File: config.mk
export PLATFORM = sky130hd
export DESIGN_NAME = tcac_front
export DESIGN_NICKNAME = d
export VERILOG_FILES = /design/src/hw/rtl/tcac_pkg.sv /design/src/hw/rtl/tcac_front.sv
export SDC_FILE = /design/constraint.sdc
export NUM_CORES = 1
export LEC_CHECK = 0
export ABC_CLOCK_PERIOD_IN_PS = 3900
export CORE_MARGIN = 3
export CORE_UTILIZATION = 48
export DETAILED_ROUTE_END_ITERATION = 8
export DONT_BUFFER_PORTS = 1
export GPL_ROUTABILITY_DRIVEN = 1
export PLACE_DENSITY = 0.65
export SETUP_SLACK_MARGIN = 0.3
export SYNTH_ARGS = -nofsm -noshare
export SYNTH_HDL_FRONTEND = slang
export SYNTH_SLANG_ARGS = --single-unit
File: constraint.sdc
create_clock -name i_clk -period 3.9 [get_ports i_clk]
set_input_delay 0.78 -clock i_clk [delete_from_list [all_inputs] [get_ports i_clk]]
set_output_delay 0.78 -clock i_clk [all_outputs]
set_load 0.005 [all_outputs]
File: src/hw/rtl/tcac_pkg.sv
`default_nettype none

package tcac_pkg;

    localparam int COLUMNS    = 80;
    localparam int ROWS       = 25;
    localparam int CELL_COUNT = COLUMNS * ROWS;
    localparam int POS_W      = $clog2(CELL_COUNT);
    localparam int SUM_W      = POS_W + 1;
    localparam int COL_W      = $clog2(COLUMNS);
    localparam int CHAR_W     = 8;
    localparam int ATTR_W     = 8;
    localparam int CELL_W     = CHAR_W + ATTR_W;

    localparam int QUEUE_DEPTH = 2;
    localparam int QPTR_W      = $clog2(QUEUE_DEPTH);
    localparam int QCNT_W      = $clog2(QUEUE_DEPTH + 1);

    localparam logic [1:0] OP_PUT   = 2'd0;
    localparam logic [1:0] OP_READ  = 2'd1;
    localparam logic [1:0] OP_CLEAR = 2'd2;

    localparam logic [ATTR_W-1:0] GREEN_ATTR = 8'h0A;
    localparam logic [ATTR_W-1:0] WHITE_ATTR = 8'h0F;
    localparam logic [CHAR_W-1:0] CH_SPACE   = 8'h20;

    // work code handed from the front to the back
    localparam logic [1:0] KIND_NONE  = 2'd0;
    localparam logic [1:0] KIND_WRITE = 2'd1;
    localparam logic [1:0] KIND_READ  = 2'd2;
    localparam logic [1:0] KIND_CLEAR = 2'd3;

    typedef struct packed {
        logic [1:0]        kind;
        logic              scroll;
        logic [POS_W-1:0]  addr;
        logic [CHAR_W-1:0] chr;
        logic [ATTR_W-1:0] color;
        logic [POS_W-1:0]  cursor;
    } t_cmd;

endpackage

`default_nettype wire

File: src/hw/rtl/tcac_front.sv
`default_nettype none

module tcac_front (
    input  wire logic                          i_clk,
    input  wire logic                          i_rst_n,
    input  wire logic                          i_in_valid,
    output logic                               o_in_stall,
    input  wire logic [1:0]                    i_opcode,
    input  wire logic [tcac_pkg::CHAR_W-1:0]   i_char_code,
    input  wire logic [tcac_pkg::POS_W-1:0]    i_cell_address,
    input  wire logic                          i_cfg_wr_en,
    input  wire logic [tcac_pkg::POS_W-1:0]    i_cfg_wr_data,
    input  wire logic                          i_full,
    output logic                               o_push,
    output tcac_pkg::t_cmd                     o_push_cmd
);

    localparam logic [2:0] ESC_IDLE    = 3'd0;
    localparam logic [2:0] ESC_GOT_ESC = 3'd1;
    localparam logic [2:0] ESC_GOT_LB  = 3'd2;
    localparam logic [2:0] ESC_GOT_3   = 3'd3;
    localparam logic [2:0] ESC_GOT_32  = 3'd4;
    localparam logic [2:0] ESC_GOT_0   = 3'd5;

    localparam logic [7:0] CH_ESC       = 8'h1B;
    localparam logic [7:0] CH_LBRACKET  = 8'h5B;
    localparam logic [7:0] CH_DIGIT0    = 8'h30;
    localparam logic [7:0] CH_DIGIT2    = 8'h32;
    localparam logic [7:0] CH_DIGIT3    = 8'h33;
    localparam logic [7:0] CH_LOWER_M   = 8'h6D;
    localparam logic [7:0] CH_NEWLINE   = 8'h0A;
    localparam logic [7:0] CH_BACKSPACE = 8'h08;

    localparam logic [tcac_pkg::SUM_W-1:0] SUM_CELLS =
        tcac_pkg::SUM_W'(tcac_pkg::CELL_COUNT);
    localparam logic [tcac_pkg::POS_W-1:0] BOTTOM_ROW =
        tcac_pkg::POS_W'(tcac_pkg::CELL_COUNT - tcac_pkg::COLUMNS);
    localparam logic [tcac_pkg::COL_W-1:0] LAST_COL =
        tcac_pkg::COL_W'(tcac_pkg::COLUMNS - 1);

    logic [2:0]                        r_esc,   n_esc;
    logic [tcac_pkg::ATTR_W-1:0]       r_color, n_color;
    logic [tcac_pkg::POS_W-1:0]        r_pos,   n_pos;
    logic [tcac_pkg::COL_W-1:0]        r_col,   n_col;
    logic [tcac_pkg::POS_W-1:0]        r_limit;
    logic                              consumed;
    logic                              accept;
    logic [tcac_pkg::SUM_W-1:0]        step;
    tcac_pkg::t_cmd                    cmd;

    assign accept     = i_in_valid && !i_full;
    assign o_in_stall = i_full;
    assign o_push     = accept;
    assign o_push_cmd = cmd;

    always_comb begin
        n_esc      = r_esc;
        n_color    = r_color;
        n_pos      = r_pos;
        n_col      = r_col;
        consumed   = 1'b0;
        step       = '0;
        cmd.kind   = tcac_pkg::KIND_NONE;
        cmd.scroll = 1'b0;
        cmd.addr   = r_pos;
        cmd.chr    = tcac_pkg::CH_SPACE;
        case (i_opcode)
            tcac_pkg::OP_PUT: begin
                case (r_esc)
                    ESC_GOT_ESC: begin
                        n_esc = ESC_IDLE;
                        if (i_char_code == CH_LBRACKET) begin
                            n_esc    = ESC_GOT_LB;
                            consumed = 1'b1;
                        end
                    end
                    ESC_GOT_LB: begin
                        n_esc = ESC_IDLE;
                        if (i_char_code == CH_DIGIT3) begin
                            n_esc    = ESC_GOT_3;
                            consumed = 1'b1;
                        end else if (i_char_code == CH_DIGIT0) begin
                            n_esc    = ESC_GOT_0;
                            consumed = 1'b1;
                        end
                    end
                    ESC_GOT_3: begin
                        n_esc = ESC_IDLE;
                        if (i_char_code == CH_DIGIT2) begin
                            n_esc    = ESC_GOT_32;
                            consumed = 1'b1;
                        end
                    end
                    ESC_GOT_32: begin
                        n_esc    = ESC_IDLE;
                        consumed = 1'b1;
                        if (i_char_code == CH_LOWER_M) begin
                            n_color = tcac_pkg::GREEN_ATTR;
                        end
                    end
                    ESC_GOT_0: begin
                        n_esc    = ESC_IDLE;
                        consumed = 1'b1;
                        if (i_char_code == CH_LOWER_M) begin
                            n_color = tcac_pkg::WHITE_ATTR;
                        end
                    end
                    default: begin
                        n_esc = ESC_IDLE;
                        if (i_char_code == CH_ESC) begin
                            n_esc    = ESC_GOT_ESC;
                            consumed = 1'b1;
                        end
                    end
                endcase
                if (!consumed) begin
                    if (i_char_code == CH_NEWLINE) begin
                        // start of current row plus one row
                        step  = {1'b0, r_pos} - tcac_pkg::SUM_W'(r_col)
                              + tcac_pkg::SUM_W'(tcac_pkg::COLUMNS);
                        n_col = '0;
                        if (step >= SUM_CELLS) begin
                            cmd.scroll = 1'b1;
                            n_pos      = BOTTOM_ROW;
                        end else begin
                            n_pos = step[tcac_pkg::POS_W-1:0];
                        end
                    end else if (i_char_code == CH_BACKSPACE) begin
                        if (r_pos > r_limit) begin
                            n_pos    = r_pos - 1'b1;
                            n_col    = (r_col == '0) ? LAST_COL : r_col - 1'b1;
                            cmd.kind = tcac_pkg::KIND_WRITE;
                            cmd.addr = r_pos - 1'b1;
                        end
                    end else begin
                        cmd.kind = tcac_pkg::KIND_WRITE;
                        cmd.chr  = i_char_code;
                        step     = {1'b0, r_pos} + 1'b1;
                        n_col    = (r_col == LAST_COL) ? '0 : r_col + 1'b1;
                        if (step >= SUM_CELLS) begin
                            cmd.scroll = 1'b1;
                            n_pos      = BOTTOM_ROW;
                        end else begin
                            n_pos = step[tcac_pkg::POS_W-1:0];
                        end
                    end
                end
            end
            tcac_pkg::OP_READ: begin
                // out of range reads come back as zero
                if ({1'b0, i_cell_address} < SUM_CELLS) begin
                    cmd.kind = tcac_pkg::KIND_READ;
                    cmd.addr = i_cell_address;
                end
            end
            tcac_pkg::OP_CLEAR: begin
                cmd.kind = tcac_pkg::KIND_CLEAR;
                n_pos    = '0;
                n_col    = '0;
                n_esc    = ESC_IDLE;
            end
            default: begin
            end
        endcase
        cmd.color  = n_color;
        cmd.cursor = n_pos;
    end

    always_ff @(posedge i_clk) begin
        if (!i_rst_n) begin
            r_esc   <= ESC_IDLE;
            r_color <= tcac_pkg::WHITE_ATTR;
            r_pos   <= '0;
            r_col   <= '0;
            r_limit <= '0;
        end else begin
            if (i_cfg_wr_en) begin
                r_limit <= i_cfg_wr_data;
            end
            if (accept) begin
                r_esc   <= n_esc;
                r_color <= n_color;
                r_pos   <= n_pos;
                r_col   <= n_col;
            end
        end
    end

endmodule

`default_nettype wire

==> impl_metrics.json <==
{
  "critPathRequiredTime_ns": 3.12,
  "r2r_start": "r_col[1]$_SDFFE_PN0P_",
  "leakage_nw": 2.351,
  "endpoint_kind": "output pin",
  "cts_inserted_buffers": 5,
  "rsz0062_at_grt": "true",
  "finalCritPeriodShare_pct": 99.17,
  "remaining_drc_errors": 0,
  "numClockSinks": 40,
  "ir_worst_vdd_mv": 0.1404,
  "overflow": 0,
  "hp-class": "reg -> reg",
  "ys_async_sr_fraction_pct": 0,
  "cts_hold_buffers": 0,
  "r2r_cells": 16,
  "synth_area_um2": 4593,
  "antenna_found_initial": 0,
  "p_sw_share_pct": 30.61,
  "grt_max_degree": 40,
  "track_usage_pct": 29.22,
  "worstPathCellList": "inv_2 > ha_4 > inv_2 > ha_4 > and3_4 > a22o_1 > o21a_1 > xnor2_1 > and3_4 > a21oi_4 > a22o_1 > a22o_1",
  "vias_per_cell": 6.464,
  "grt_pass1_wl_mm": 25.96,
  "antennaDiodeCount": 0,
  "min_from": "r_color[1]$_SDFFE_PN1P_",
  "synth-seq-area-share_pct": 17.43,
  "tightest_slew_ns": 0.7733,
  "rr_endpoint": "r_pos[9]$_SDFFE_PN0P_",
  "power.internal_mw": 0.6397,
  "fill_cells": 816,
  "pre_cts_ws_ns": 0.03363,
  "wl_per_cell_um": 20.45,
  "place_hpwl_mm": 11.91,
  "finalPower_mw": 0.9219,
  "final_hold_viol_count": 0,
  "synth_ff_type": "dfxtp_1",
  "drt-initial-drc-count": 391,
  "gp_congestion": 0.9561,
  "critPathKind": "reg -> out",
  "cts_buffer_depth": 2,
  "synth_edf_count": 0,
  "p_clk_share_pct": 34.1,
  "insertion_delay_ns": 0.31,
  "synth_cell_type_count": 77,
  "path_common_cell": "a22o_1",
  "syn-num-nets": 705,
  "die_w_um": 103.8,
  "ys_warn_count": 0,
  "cts_max_level": 2,
  "vias": 5158,
  "design.core.area_um2": 9284,
  "drive_above_1_share_pct": 29.00,
  "min_to": "r_color[1]$_SDFFE_PN1P_",
  "relSlewSlack_pct": 48.06,
  "crit_fanout": 6,
  "start_util_pct": 49.47,
  "clk_pin_slew_ns": 0.09,
  "powerDensity_nw_per_um2": 158.9,
  "ant_nets": 0,
  "ios": 80,
  "nets": 744,
  "pwr-share-seq_pct": 45.4,
  "routed_wl_mm": 16.32,
  "cts_tree": "built",
  "syn2layout_area_growth_pct": 26.34,
  "ff2ff_setup_slack_ns": 0.89,
  "syn_area_per_cell_um2": 7.302,
  "dieArea_um2": 10780,
  "slowest_delay_ns": 0.36,
  "slew_violations": 0,
  "run_status": "finished, final reports clean",
  "ys_seq_elements": 40,
  "finalSetupViolCount": 0,
  "timing.fmax_mhz": 258.6,
  "worstSetupStartpointType": "flop",
  "grt_pass1_vias": 5042,
  "cap_violations": 0,
  "io_buffers": 0,
  "skew_ns": 0.01579,
  "critical_path_arrival_ns": 3.09,
  "min_period_ns": 3.868,
  "postSynthCellCount": 629,
  "min_path_cells": 1,
  "die_h_um": 103.8,
  "cts_root_buf": "clkbuf_8",
  "rows": 35,
  "crit_slowest_cell": "dfxtp_2",
  "first_pass_iters": 5,
  "p_comb_share_pct": 20.5,
  "power.switching_mw": 0.2822,
  "fin_ws_ns": 0.03239
}
-- cells in the final DEF, fill, tap and decap left out, drive strengths merged, types with 4 or more instances in the layout --
cell and n:
nand2b 8, o211ai 8, a211oi 9, nor3 21
nand4 9, o221a 4, or4 6, nand3 17
o21ai 46, ha 38, mux2i 13, or3 6
nand2 40, nor4 6, xnor2 14, a21o 13
nor2 47, buf 71, and3 22, o21a 7
a21oi 41, a21boi 7, a221oi 5, a31oi 8
a22o 9, o221ai 4, inv 45, dfxtp 40
clkbuf 6, and2 18, o22ai 8, nor2b 18
-- power by group through the flow --
stage                     Sequential, mW  Combinational, mW  Clock, mW
after floorplan                    0.430              0.136          0
after global placement             0.430              0.160          0
after detailed placement           0.431              0.161          0
after CTS                          0.419              0.177      0.316
after global routing               0.420              0.207      0.331
final                              0.418              0.189      0.314
-- registers in the layout, summed over array words and instances, names as in the netlist --
| name | count |
|---|---|
| r_limit | 11 |
| r_pos | 11 |
| r_color | 8 |
| r_col | 7 |
| r_esc | 3 |
-- worst max-delay path, delay by kind of cell, from the launching register on --
kind / cells / cell delay (ns)
AOI/OAI and AO/OA: 5 / 1.03
xor gates and xnor gates: 1 / 0.27
adders and majority gates: 2 / 0.51
buffers and inverters: 2 / 0.12
DFF: 1 / 0.36
and+or+nand+nor: 2 / 0.49
-- Yosys cell counts, types with 3 or more instances --
master	number	area share [%]
or2_2	3	0.41
nor3_1	19	2.1
inv_1	45	3.7
o21a_1	7	1.1
or4_1	5	0.82
nand2b_1	8	1.1
a21oi_1	41	4.5
o22ai_1	8	1.1
a22o_1	9	1.7
a21boi_0	6	0.98
xor2_1	3	0.57
and2_1	14	1.9
a22oi_1	3	0.49
or3_1	6	0.82
o211ai_1	8	1.3
buf_6	3	0.74
nand2_1	40	3.3
xnor2_1	14	2.7
o221ai_1	4	0.76
nor2b_1	18	2.5
o311a_1	3	0.65
and3_1	22	3.0
nand4_1	9	1.2
a31oi_1	8	1.1
a21o_1	13	2.1
nor2_1	46	3.8
o21ai_1	4	0.44
mux2i_1	13	2.8
o221a_2	4	0.98
nor4_1	6	0.82
buf_1	4	0.33
nand3_1	17	1.9
ha_1	38	10
dfxtp_1	40	17
a211oi_1	8	1.3
clkbuf_1	27	2.2
a221oi_1	5	0.95
buf_2	5	0.54
o21ai_0	42	4.6
-- area by class of cell --
cell class	instances	area, µm²	share of cell area [%]
Clock inverter	2	15.01	0.2587
Sequential cell	40	825.8	14.23
Inverter	45	168.9	2.911
Multi-Input combinational cell	505	3986	68.69
Clock buffer	6	82.58	1.423
Tap cell	129	161.4	2.781
Timing Repair Buffer	71	563.0	9.702
-- what timing repair did --
item	4_1_cts	5_1_grt
cloned	2	0
hold endpoints to repair	0	0
buffers inserted	13	8
setup endpoints to repair	25	23
pin swaps	29	33
resized for setup	66	58
-- per-layer routing --
layer | vias to the layer above | global-route usage [%] | wire length [µm]
li1 | 2397 | - | -
met1 | 2439 | 37.23 | 6670
met2 | 262 | 48.38 | 7707
met3 | 60 | 5.981 | 1248
met4 | 0 | 11.40 | 693
met5 | - | 0 | 0
-- worst max-delay path by stage --
stage / slack [ns] / cells past startpoint / start / to
6_report: 0.03 / 12 / r_pos[4]$_SDFFE_PN0P_ / o_push_cmd[4]
5_1_grt: -0.04 / 14 / r_col[1]$_SDFFE_PN0P_ / o_push_cmd[9]
3_5_place_dp: 0.03 / 9 / i_char_code[6] / o_push_cmd[5]
4_1_cts: 0.07 / 14 / r_col[1]$_SDFFE_PN0P_ / o_push_cmd[3]
2_1_floorplan: 0.30 / 15 / r_pos[0]$_SDFFE_PN0P_ / o_push_cmd[4]
3_3_place_gp: 0.09 / 12 / r_pos[1]$_SDFFE_PN0P_ / o_push_cmd[2]
-- cells by family (layout without fill, tap and decap cells) --
family                   after synthesis  in the layout  synth area share [%]
AO/OA/AOI/OAI                        203            204                 30.67
adder cells (fa/ha/maj)               39             39                 10.79
AND/OR/NAND/NOR                      231            232                 27.21
flip-flops                            40             40                 17.43
multiplexers                          13             13                 2.833
buffers and inverters                 86            124                 7.818
XOR/XNOR                              17             17                 3.242
-- metrics by stage --
stage	util (%)	hold WS, ns	TNS [ns]	cells	instance area [µm²]
after floorplan	-	0.4013	0	629	4624
after global placement	53.54	0.4240	0	767	4971
after detailed placement	53.54	0.4162	0	767	4971
after CTS	58.84	0.4457	0	790	5463
after global routing	62.51	0.4649	-0.1447	798	5803
final	62.51	0.4450	0	798	5803
Note: power is estimated with default switching activity, not from simulation.
