--- config.mk ---
export PLATFORM = sky130hd
export DESIGN_NAME = tcac_queue
export DESIGN_NICKNAME = d
export VERILOG_FILES = /design/src/hw/rtl/tcac_pkg.sv /design/src/hw/rtl/tcac_queue.sv
export SDC_FILE = /design/constraint.sdc
export NUM_CORES = 1
export LEC_CHECK = 0
export ABC_CLOCK_PERIOD_IN_PS = 4050
export BUFFER_PORTS_ARGS = -buffer_cell sky130_fd_sc_hd__buf_2
export CAP_MARGIN = 40
export CORE_UTILIZATION = 30
export CTS_CLUSTER_DIAMETER = 50
export CTS_CLUSTER_SIZE = 12
export DETAILED_ROUTE_END_ITERATION = 10
export SYNTH_ARGS = -nofsm -noshare
export SYNTH_HDL_FRONTEND = slang
export SYNTH_SLANG_ARGS = --single-unit
--- constraint.sdc ---
create_clock -name i_clk -period 4.05 [get_ports i_clk]
set_clock_uncertainty 0.1 [all_clocks]
set_input_delay 0.6075 -clock i_clk [delete_from_list [all_inputs] [get_ports i_clk]]
set_output_delay 0.6075 -clock i_clk [all_outputs]
set_load 0.005 [all_outputs]
--- src/hw/rtl/tcac_pkg.sv ---
`default_nettype none

package tcac_pkg;

    localparam int COLUMNS    = 80;
    localparam int ROWS       = 25;
    localparam int CELL_COUNT = COLUMNS * ROWS;
    localparam int POS_W      = $clog2(CELL_COUNT);
    localparam int SUM_W      = POS_W + 1;
    localparam int COL_W      = $clog2(COLUMNS);
    localparam int CHAR_W     = 8;
    localparam int ATTR_W     = 8;
    localparam int CELL_W     = CHAR_W + ATTR_W;

    localparam int QUEUE_DEPTH = 2;
    localparam int QPTR_W      = $clog2(QUEUE_DEPTH);
    localparam int QCNT_W      = $clog2(QUEUE_DEPTH + 1);

    localparam logic [1:0] OP_PUT   = 2'd0;
    localparam logic [1:0] OP_READ  = 2'd1;
    localparam logic [1:0] OP_CLEAR = 2'd2;

    localparam logic [ATTR_W-1:0] GREEN_ATTR = 8'h0A;
    localparam logic [ATTR_W-1:0] WHITE_ATTR = 8'h0F;
    localparam logic [CHAR_W-1:0] CH_SPACE   = 8'h20;

    // work code handed from the front to the back
    localparam logic [1:0] KIND_NONE  = 2'd0;
    localparam logic [1:0] KIND_WRITE = 2'd1;
    localparam logic [1:0] KIND_READ  = 2'd2;
    localparam logic [1:0] KIND_CLEAR = 2'd3;

    typedef struct packed {
        logic [1:0]        kind;
        logic              scroll;
        logic [POS_W-1:0]  addr;
        logic [CHAR_W-1:0] chr;
        logic [ATTR_W-1:0] color;
        logic [POS_W-1:0]  cursor;
    } t_cmd;

endpackage

`default_nettype wire

--- src/hw/rtl/tcac_queue.sv ---
`default_nettype none

module tcac_queue (
    input  wire logic           i_clk,
    input  wire logic           i_rst_n,
    input  wire logic           i_push,
    input  wire tcac_pkg::t_cmd i_push_cmd,
    input  wire logic           i_pop,
    output tcac_pkg::t_cmd      o_head,
    output logic                o_empty,
    output logic                o_full
);

    tcac_pkg::t_cmd                r_mem [tcac_pkg::QUEUE_DEPTH];
    logic [tcac_pkg::QPTR_W-1:0]   r_wr_ptr;
    logic [tcac_pkg::QPTR_W-1:0]   r_rd_ptr;
    logic [tcac_pkg::QCNT_W-1:0]   r_count;

    assign o_head  = r_mem[r_rd_ptr];
    assign o_empty = (r_count == '0);
    assign o_full  = (r_count == tcac_pkg::QCNT_W'(tcac_pkg::QUEUE_DEPTH));

    always_ff @(posedge i_clk) begin
        if (i_push) begin
            r_mem[r_wr_ptr] <= i_push_cmd;
        end
    end

    always_ff @(posedge i_clk) begin
        if (!i_rst_n) begin
            r_wr_ptr <= '0;
            r_rd_ptr <= '0;
            r_count  <= '0;
        end else begin
            if (i_push) begin
                r_wr_ptr <= r_wr_ptr + 1'b1;
            end
            if (i_pop) begin
                r_rd_ptr <= r_rd_ptr + 1'b1;
            end
            if (i_push && !i_pop) begin
                r_count <= r_count + 1'b1;
            end else if (i_pop && !i_push) begin
                r_count <= r_count - 1'b1;
            end
        end
    end

endmodule

`default_nettype wire

==> results.cfg, run 1 <==
[floorplanning]
num_rows = 37
start_util_pct = 30.83
coreArea_um2 = 10280
die_area_um2 = 10970
io_pins = 88
fp.dieH_um = 104.8
die_w_um = 104.8

[drt]
final_antenna_net_count = 0
firstDrtPassIters = 4
wirelength_um = 5331
drt_iter0_markers = 22
routedWlPerCell_um = 13.74
vias = 1625
via_per_inst = 4.188
drc = 0

[grt]
grt_start_max_net_pins = 27
grt_pass1_wl_um = 8314
grt_usage_pct = 10.16
gr-total-overflow = 0
antenna_found_initial = 0
grt_pass1_vias = 1615

[timing]
final-hold-violation-count = 0
clock.fmax_ghz = 0.4189
fin_crit_ns = 2.387
rsz0062_at_grt = false
slew_violations = 0
worst_pin_slew_ns = 0.5588
relSlewSlack_pct = 62.75
period_share_pct = 58.95
setup_viol = 0
tns_ns = 0

[critical_path]
slowest_stage = dfxtp_2
rr_worst_depth = 2
crit_required_ns = 3.34
worstSetupEndpointType = output pin
r2r_slack_ns = 2.49
startpoint_type = register
cp_cell_sequence = buf_12 > mux2_2 > buf_2
endpoint = o_head[19]
r2r_start = r_wr_ptr
critPathKind = register to output pin
critPathArrivalTime_ns = 1.68
path_max_fanout = 26
timing.rr.end = r_mem[1][18]
cpPeakStageDelay_ns = 0.59

[power]
power.share.clock_pct = 33.9
internal_power_uw = 1487
combPwrFrac_pct = 9.9
seqPwrFrac_pct = 56.2
peakVddDrop_uv = 218.2
p_per_area_nw_per_um2 = 464.0
power.total_uw = 1877
p_leak_uw = 0.001511
p_switching_uw = 390.4
switching_share_pct = 20.80

[final_layout]
fin_cells = 388
diodes = 0
layout_commonest_cell = buf_2
fillers = 978
drive_above_1_share_pct = 58.33
final_util_pct = 39.37
final_cell_mix = 87 x buf_2, 82 x edfxtp_1, 39 x mux2_2
nets = 293
area_growth_pct = 27.73
final_area_um2 = 4046

[cts]
cts.clk_slew.worst_paths_ns = 0.08
cts_hold_buf = 0
cts.htree.levels = 3
root_buffer = clkbuf_8
clock-sinks = 87
clk_latency_ns = 0.33
cts_tree = done
cts_resized = 0
cts.path.max_buffers = 2
cts_setup_buffers = 0
cts_made_buffers = 9

[synthesis]
synth_seq_area_share_pct = 80.88
synth_top_area_cell = edfxtp_1
synth_compound_area_share_pct = 0.6319
yosysTopAreaCellShare_pct = 77.73
syn-num-nets = 196
syn_inst = 150
synth_seq_cells = 87
syn_area_per_cell_um2 = 21.12
synth_area_um2 = 3168
synthXorXnorAreaFrac_pct = 0.8294
ys_types = 17
synth-warning-count = 0
synthMuxAreaShare_pct = 14.57
synthTopCellsByArea = edfxtp_1 78%, mux2_2 14%, dfxtp_1 3.2%
synthAdderAreaFrac_pct = 0.3949
synthSimpleGateAreaFrac_pct = 1.777
synth_top_family_by_area = multiplexers

[job]
drv_cap = 0

[placement]
io_buffers = 87
placed_cells_incl_taps = 372
gp_congestion = 0.6209
place_area_um2 = 3834
hpwl_um = 3459

[run_status]
status = completed

[min_path]
hold_path.class = primary input to register
==> Yosys cell counts (all sizes together) <==
cell type / instances
xor2: 2
inv: 1
edfxtp: 82
buf: 5
nor2: 1
and2b: 1
dfxtp: 5
or3: 1
ha: 1
nor2b: 2
mux2: 41
o21a: 1
o21ai: 1
and2: 4
a21boi: 1
xnor2: 1
==> worst min-delay path by stage <==
| stage | to | start | slack, ns | depth (start not counted) |
|---|---|---|---|---|
| detailed placement | r_count[1] | r_count[1] | 0.40 | 2 |
| global route | r_mem[0][30] | i_push_cmd[30] | 0.32 | 1 |
| global placement | r_count[1] | r_count[1] | 0.38 | 2 |
| floorplan | r_count[1] | r_count[1] | 0.37 | 2 |
| finish | r_mem[0][32] | i_push_cmd[32] | 0.35 | 1 |
| CTS | r_mem[0][32] | i_push_cmd[32] | 0.33 | 1 |
==> critical path, delay by kind of cell (launching register included) <==
| family | cells | cell delay, ns |
|---|---|---|
| buffers and inverters | 2 | 0.38 |
| muxes | 1 | 0.36 |
| DFF | 1 | 0.59 |
==> through the flow <==
step	worst slack, ns	hold WS (ns)
floorplan	1.034	0.3662
global placement	1.700	0.3845
detailed placement	1.973	0.4002
CTS	1.581	0.3258
global route	1.521	0.3180
finish	1.663	0.3513
==> per-layer routing <==
layer	up-vias	track usage, %	wire, um
met1	791	12.95	2420
li1	778	-	-
met2	52	15.52	2544
met4	0	3.622	32
met3	4	4.180	333
met5	-	0	0
==> cell families after synthesis <==
logic type,count (synthesis)
and+or+nand+nor,9
adders and majority gates,1
AOI/OAI and AO/OA,3
buffers and inverters,6
DFF,87
muxes,41
xor gates and xnor gates,3
==> state kept, by name (all words and copies together) (netlist names), named ones only <==
name,count
r_count,2
r_wr_ptr,1
r_rd_ptr,1
r_mem,82
==> area by class of cell <==
class                   instances  area, um2  share of cell area [%]
repair buffers                 91      510.5                   12.62
flip-flops and latches         87       2564                   63.36
inverters                       1      3.754                 0.09276
well taps                     136      170.2                   4.205
clock buffers                  10      127.6                   3.154
clock inverters                 6      85.08                   2.103
multi-input cells              57      585.6                   14.47
==> power groups by stage <==
stage / logic, uW / registers (uW) / clock network (uW)
4_1_cts: 192 / 1060 / 665
6_report: 186 / 1050 / 637
2_1_floorplan: 101 / 1070 / 0
3_5_place_dp: 190 / 1080 / 0
3_3_place_gp: 168 / 1090 / 0
5_1_grt: 206 / 1060 / 703
No activity file was read; power rests on OpenSTA's default activity.
==> inputs of run 2 (changes only) <==
--- a/config.mk
+++ b/config.mk
@@ -5,7 +5,8 @@
 export SDC_FILE = /design/constraint.sdc
 export NUM_CORES = 1
 export LEC_CHECK = 0
-export ABC_CLOCK_PERIOD_IN_PS = 4050
+export ABC_AREA = 1
+export ABC_CLOCK_PERIOD_IN_PS = 2100
 export BUFFER_PORTS_ARGS = -buffer_cell sky130_fd_sc_hd__buf_2
 export CAP_MARGIN = 40
 export CORE_UTILIZATION = 30
==> constraint.sdc (replaced) <==
create_clock -name i_clk -period 2.1 [get_ports i_clk]
set_clock_uncertainty 0.1 [all_clocks]
set_input_delay 0.315 -clock i_clk [delete_from_list [all_inputs] [get_ports i_clk]]
set_output_delay 0.315 -clock i_clk [all_outputs]
set_load 0.005 [all_outputs]
==> results.cfg, run 2 <==
[synthesis]
ys_types = 14
synth_top_family_by_area = multiplexers
netlist_top_cells_count = 82 x edfxtp_1, 40 x mux2_4, 9 x nor2_1, 8 x inv_1, 8 x nand2_1
synth_edf_count = 82
synthMuxAreaShare_pct = 18.03
syn_area_per_cell_um2 = 20.82
synthXorXnorAreaFrac_pct = 0
synth-warning-count = 0
synth_seq_cells = 87
synthAdderAreaFrac_pct = 0.3687
syn-num-nets = 209
synth_area_um2 = 3393
synthTopCellsByArea = edfxtp_1 73%, mux2_4 18%, dfxtp_1 2.9%
synth_compound_area_share_pct = 0.2950
yosys.cell_count.top_type = edfxtp_1
synth_ff_type = edfxtp_1
synth_seq_area_share_pct = 75.52
synthArstFlopShare_pct = 0
synth_top_area_cell = edfxtp_1
syn_inst = 163
yosysTopAreaCellShare_pct = 72.57
synthSimpleGateAreaFrac_pct = 2.212

[timing]
slew_violations = 0
worst_pin_slew_ns = 0.3309
period_share_pct = 90.50
tns_ns = 0
setup_viol = 0
final-hold-violation-count = 0
relSlewSlack_pct = 77.94
fin_ws_ns = 0.1995
fin_crit_ns = 1.901
clock.fmax_ghz = 0.5262
rsz0062_at_grt = false

[cts]
clk_latency_ns = 0.33
cts_made_buffers = 9
cts.htree.levels = 3
cts.clk_slew.worst_paths_ns = 0.06
root_buffer = clkbuf_16
cts_tree = done
clock-sinks = 87
cts_resized = 0
cts_hold_buf = 0
cts.path.max_buffers = 2
cts_setup_buffers = 0

[final_layout]
area_growth_pct = 25.59
diodes = 0
largest_reg_flops = 82
layout_commonest_cell = buf_2
largest_register = r_mem
final_cell_mix = 87 x buf_2, 82 x edfxtp_1, 40 x mux2_4
final_area_um2 = 4262
drive_above_1_share_pct = 55.30
nets = 305
top_regs = r_mem x82, r_count x2

[min_path]
hold_path.class = primary input to register
hold_start = i_push_cmd[33]

[placement]
hpwl_um = 3450
io_buffers = 87
gp_congestion = 0.6264
place_ws_ns = 0.5366
place_area_um2 = 3981

[critical_path]
worstSetupEndpointType = output pin
startpoint_type = register
crit_required_ns = 1.68
critPathKind = register to output pin
r2r_start = r_wr_ptr
path_max_fanout = 41
critPathArrivalTime_ns = 1.49

[floorplanning]
start_util_pct = 31.03
coreArea_um2 = 10940
num_rows = 38
die_area_um2 = 11740
fp.dieH_um = 108.4
die_w_um = 108.4
io_pins = 88

[drt]
drt_iter0_markers = 40
vias = 1661
firstDrtPassIters = 3
via_per_inst = 4.111
drc = 0
final_antenna_net_count = 0
wirelength_um = 5386
routedWlPerCell_um = 13.33

[grt]
grt_usage_pct = 9.782
gr-total-overflow = 0
antenna_found_initial = 0
grt_pass1_vias = 1696
grt_pass1_wl_um = 8328
grt_start_max_net_pins = 42

[power]
peakVddDrop_uv = 384.4
p_per_area_nw_per_um2 = 914.3
p_leak_uw = 0.001717

[job]
drv_cap = 0

[run_status]
status = completed
==> run 2: changes by cell type in the layout (fill, tap and decap cells not counted), moves of 3 or more <==
| cell | previous run | this run |
|---|---|---|
| inv_1 | 1 | 7 |
| and2_1 | 3 | 0 |
| nor2_1 | 1 | 8 |
| clkbuf_8 | 9 | 0 |
| nand2_1 | 0 | 8 |
| mux2_4 | 0 | 40 |
| clkbuf_16 | 0 | 9 |
| mux2_2 | 39 | 1 |
==> run 2: worst paths after layout <==
kind / end / slack [ns] / cells after the start
worst max-delay path: o_head[20] / 0.20 / 3
worst min-delay path: r_mem[1][33] / 0.07 / 1
worst max register to register: r_mem[1][4] / 0.84 / 3
worst min register to register: register / 0.40 / 2
==> run 2: where the power goes <==
group	internal (uW)	leakage (uW)	switching (uW)
clock	904	0.000139	582
combinational	214	0.000767	168
sequential	2000	0.000812	25.4
total	3120	0.00172	775
==> run 2: worst max-delay path, stage by stage, from the launching register on <==
cell	delay [ns]
dfxtp_2	0.34
buf_12	0.30
mux2_2	0.37
buf_2	0.13
==> run 2: area by class of cell <==
class | instances | area, um2
Fill cell | 1056 | 6674
Inverter | 8 | 30.03
Timing Repair Buffer | 90 | 495.5
Clock buffer | 10 | 229.0
Tap cell | 140 | 175.2
Multi-Input combinational cell | 63 | 716.9
Sequential cell | 87 | 2564
Clock inverter | 6 | 51.30
==> run 2: cell families (layout without fill, tap and decap cells) <==
kind of cell | Yosys count | after routing
buffers and inverters | 13 | 114
DFF | 87 | 87
AOI/OAI and AO/OA | 2 | 2
and+or+nand+nor | 19 | 19
muxes | 41 | 41
adders and majority gates | 1 | 1
==> run 2: metal layers <==
| layer | track usage, % | vias up | part of all wire, % |
|---|---|---|---|
| met5 | 0 | - | 0 |
| met4 | 5.212 | 0 | 1.2 |
| met3 | 4.219 | 6 | 6.7 |
| met2 | 16.11 | 45 | 54 |
| met1 | 10.65 | 803 | 38 |
| li1 | - | 807 | - |
==> run 2: through the flow <==
stage | utilization, % | hold WS [ns] | power, uW | instances
2_1_floorplan | - | 0.3139 | 2304 | 163
3_3_place_gp | 36.41 | 0.3785 | 2447 | 388
3_5_place_dp | 36.41 | 0.3926 | 2459 | 388
4_1_cts | 38.97 | 0.05627 | 3968 | 404
5_1_grt | 38.97 | 0.05424 | 4068 | 404
6_report | 38.97 | 0.07455 | 3897 | 404
==> inputs of run 3 (changes only) <==
--- a/config.mk
+++ b/config.mk
@@ -5,7 +5,6 @@
 export SDC_FILE = /design/constraint.sdc
 export NUM_CORES = 1
 export LEC_CHECK = 0
-export ABC_AREA = 1
 export ABC_CLOCK_PERIOD_IN_PS = 2100
 export BUFFER_PORTS_ARGS = -buffer_cell sky130_fd_sc_hd__buf_2
 export CAP_MARGIN = 40
==> results.cfg, run 3 (same netlist as run 1, synthesis figures left out) <==
[power]
peakVddDrop_uv = 369.4
p_per_area_nw_per_um2 = 928.3
p_leak_uw = 0.001519

[placement]
io_buffers = 87
placed_cells_incl_taps = 372
hpwl_um = 3337
place_area_um2 = 3814
place_ws_ns = 0.5314
gp_congestion = 0.6436

[final_layout]
fin_cells = 388
nets = 293
final_util_pct = 39.52
area_growth_pct = 28.20
seq_area_um2 = 2564
final_cell_mix = 87 x buf_2, 82 x edfxtp_1, 39 x mux2_2
diodes = 0
largest_reg_flops = 82
layout_commonest_cell = buf_2
largest_register = r_mem
drive_above_1_share_pct = 59.13
multiInputGateArea_um2 = 585.6
final_area_um2 = 4061
fillers = 990
top_regs = r_mem x82, r_count x2

[timing]
final-hold-violation-count = 0
relSlewSlack_pct = 79.05
rsz0062_at_grt = false
fin_crit_ns = 1.904
slew_violations = 0
fin_ws_ns = 0.1958
tns_ns = 0
setup_viol = 0
worst_pin_slew_ns = 0.3142
clock.fmax_ghz = 0.5252
period_share_pct = 90.68

[drt]
vias = 1632
via_per_inst = 4.206
firstDrtPassIters = 3
drt_iter0_markers = 24
drc = 0
wirelength_um = 5314
final_antenna_net_count = 0
routedWlPerCell_um = 13.70

[cts]
cts_hold_buf = 0
cts.clk_slew.worst_paths_ns = 0.09
clock-sinks = 87
cts_made_buffers = 9
clk_latency_ns = 0.33
cts_tree = done
cts_resized = 0
cts.htree.levels = 3
root_buffer = clkbuf_8
cts.path.max_buffers = 2
cts_setup_buffers = 0

[grt]
gr-total-overflow = 0
antenna_found_initial = 0
grt_pass1_vias = 1698
grt_start_max_net_pins = 43
grt_pass1_wl_um = 8314
grt_usage_pct = 10.18

[floorplanning]
coreArea_um2 = 10280
io_pins = 88
start_util_pct = 30.83
fp.dieH_um = 104.8
die_area_um2 = 10970
die_w_um = 104.8
num_rows = 37

[critical_path]
path_max_fanout = 23
worstSetupEndpointType = output pin
critPathArrivalTime_ns = 1.49
critPathKind = register to output pin
startpoint_type = register
crit_required_ns = 1.68

[run_status]
status = completed

[min_path]
hold_path.class = primary input to register

[job]
drv_cap = 0
==> run 3: path summary, 6_finish.rpt <==
kind / start / end / slack, ns / cells after the start
worst max-delay path: register / o_head[20] / 0.20 / 3
worst min-delay path: i_push_cmd[24] / r_mem[0][24] / 0.05 / 1
worst max register to register: r_wr_ptr / r_mem[1][16] / 0.85 / 2
worst min register to register: r_count[1] / r_count[1] / 0.42 / 2
==> run 3: critical path, cell delays in order, from the launching register on <==
cell and delay, ns:
dfxtp_2 0.33, buf_4 0.30, mux2_2 0.39, buf_2 0.13
==> run 3: area by class of cell <==
class / instances / area share, %
Tap cell: 136 / 4.190
Timing Repair Buffer: 91 / 12.08
Sequential cell: 87 / 63.12
Inverter: 1 / 0.09242
Clock inverter: 5 / 2.619
Multi-Input combinational cell: 57 / 14.42
Clock buffer: 11 / 3.481
==> run 3: power by group <==
| part | internal (uW) | total [uW] | switching (uW) |
|---|---|---|---|
| clock network | 826 | 1380 | 559 |
| registers | 2000 | 2020 | 24.9 |
| logic | 198 | 363 | 165 |
==> run 3: through the flow <==
step                      hold WS, ns  power [uW]
after detailed placement       0.4061        2438
final                         0.05281        3770
after global routing          0.02129        3927
after global placement         0.3859        2428
after floorplan                0.3139        2251
after CTS                     0.03272        3836
==> run 3: routing by layer <==
layer	global-route usage (%)	vias up	part of all wire, %
li1	-	771	-
met1	11.47	811	42
met2	17.74	43	52
met3	3.618	7	4.7
met4	3.622	0	1.3
met5	0	-	0
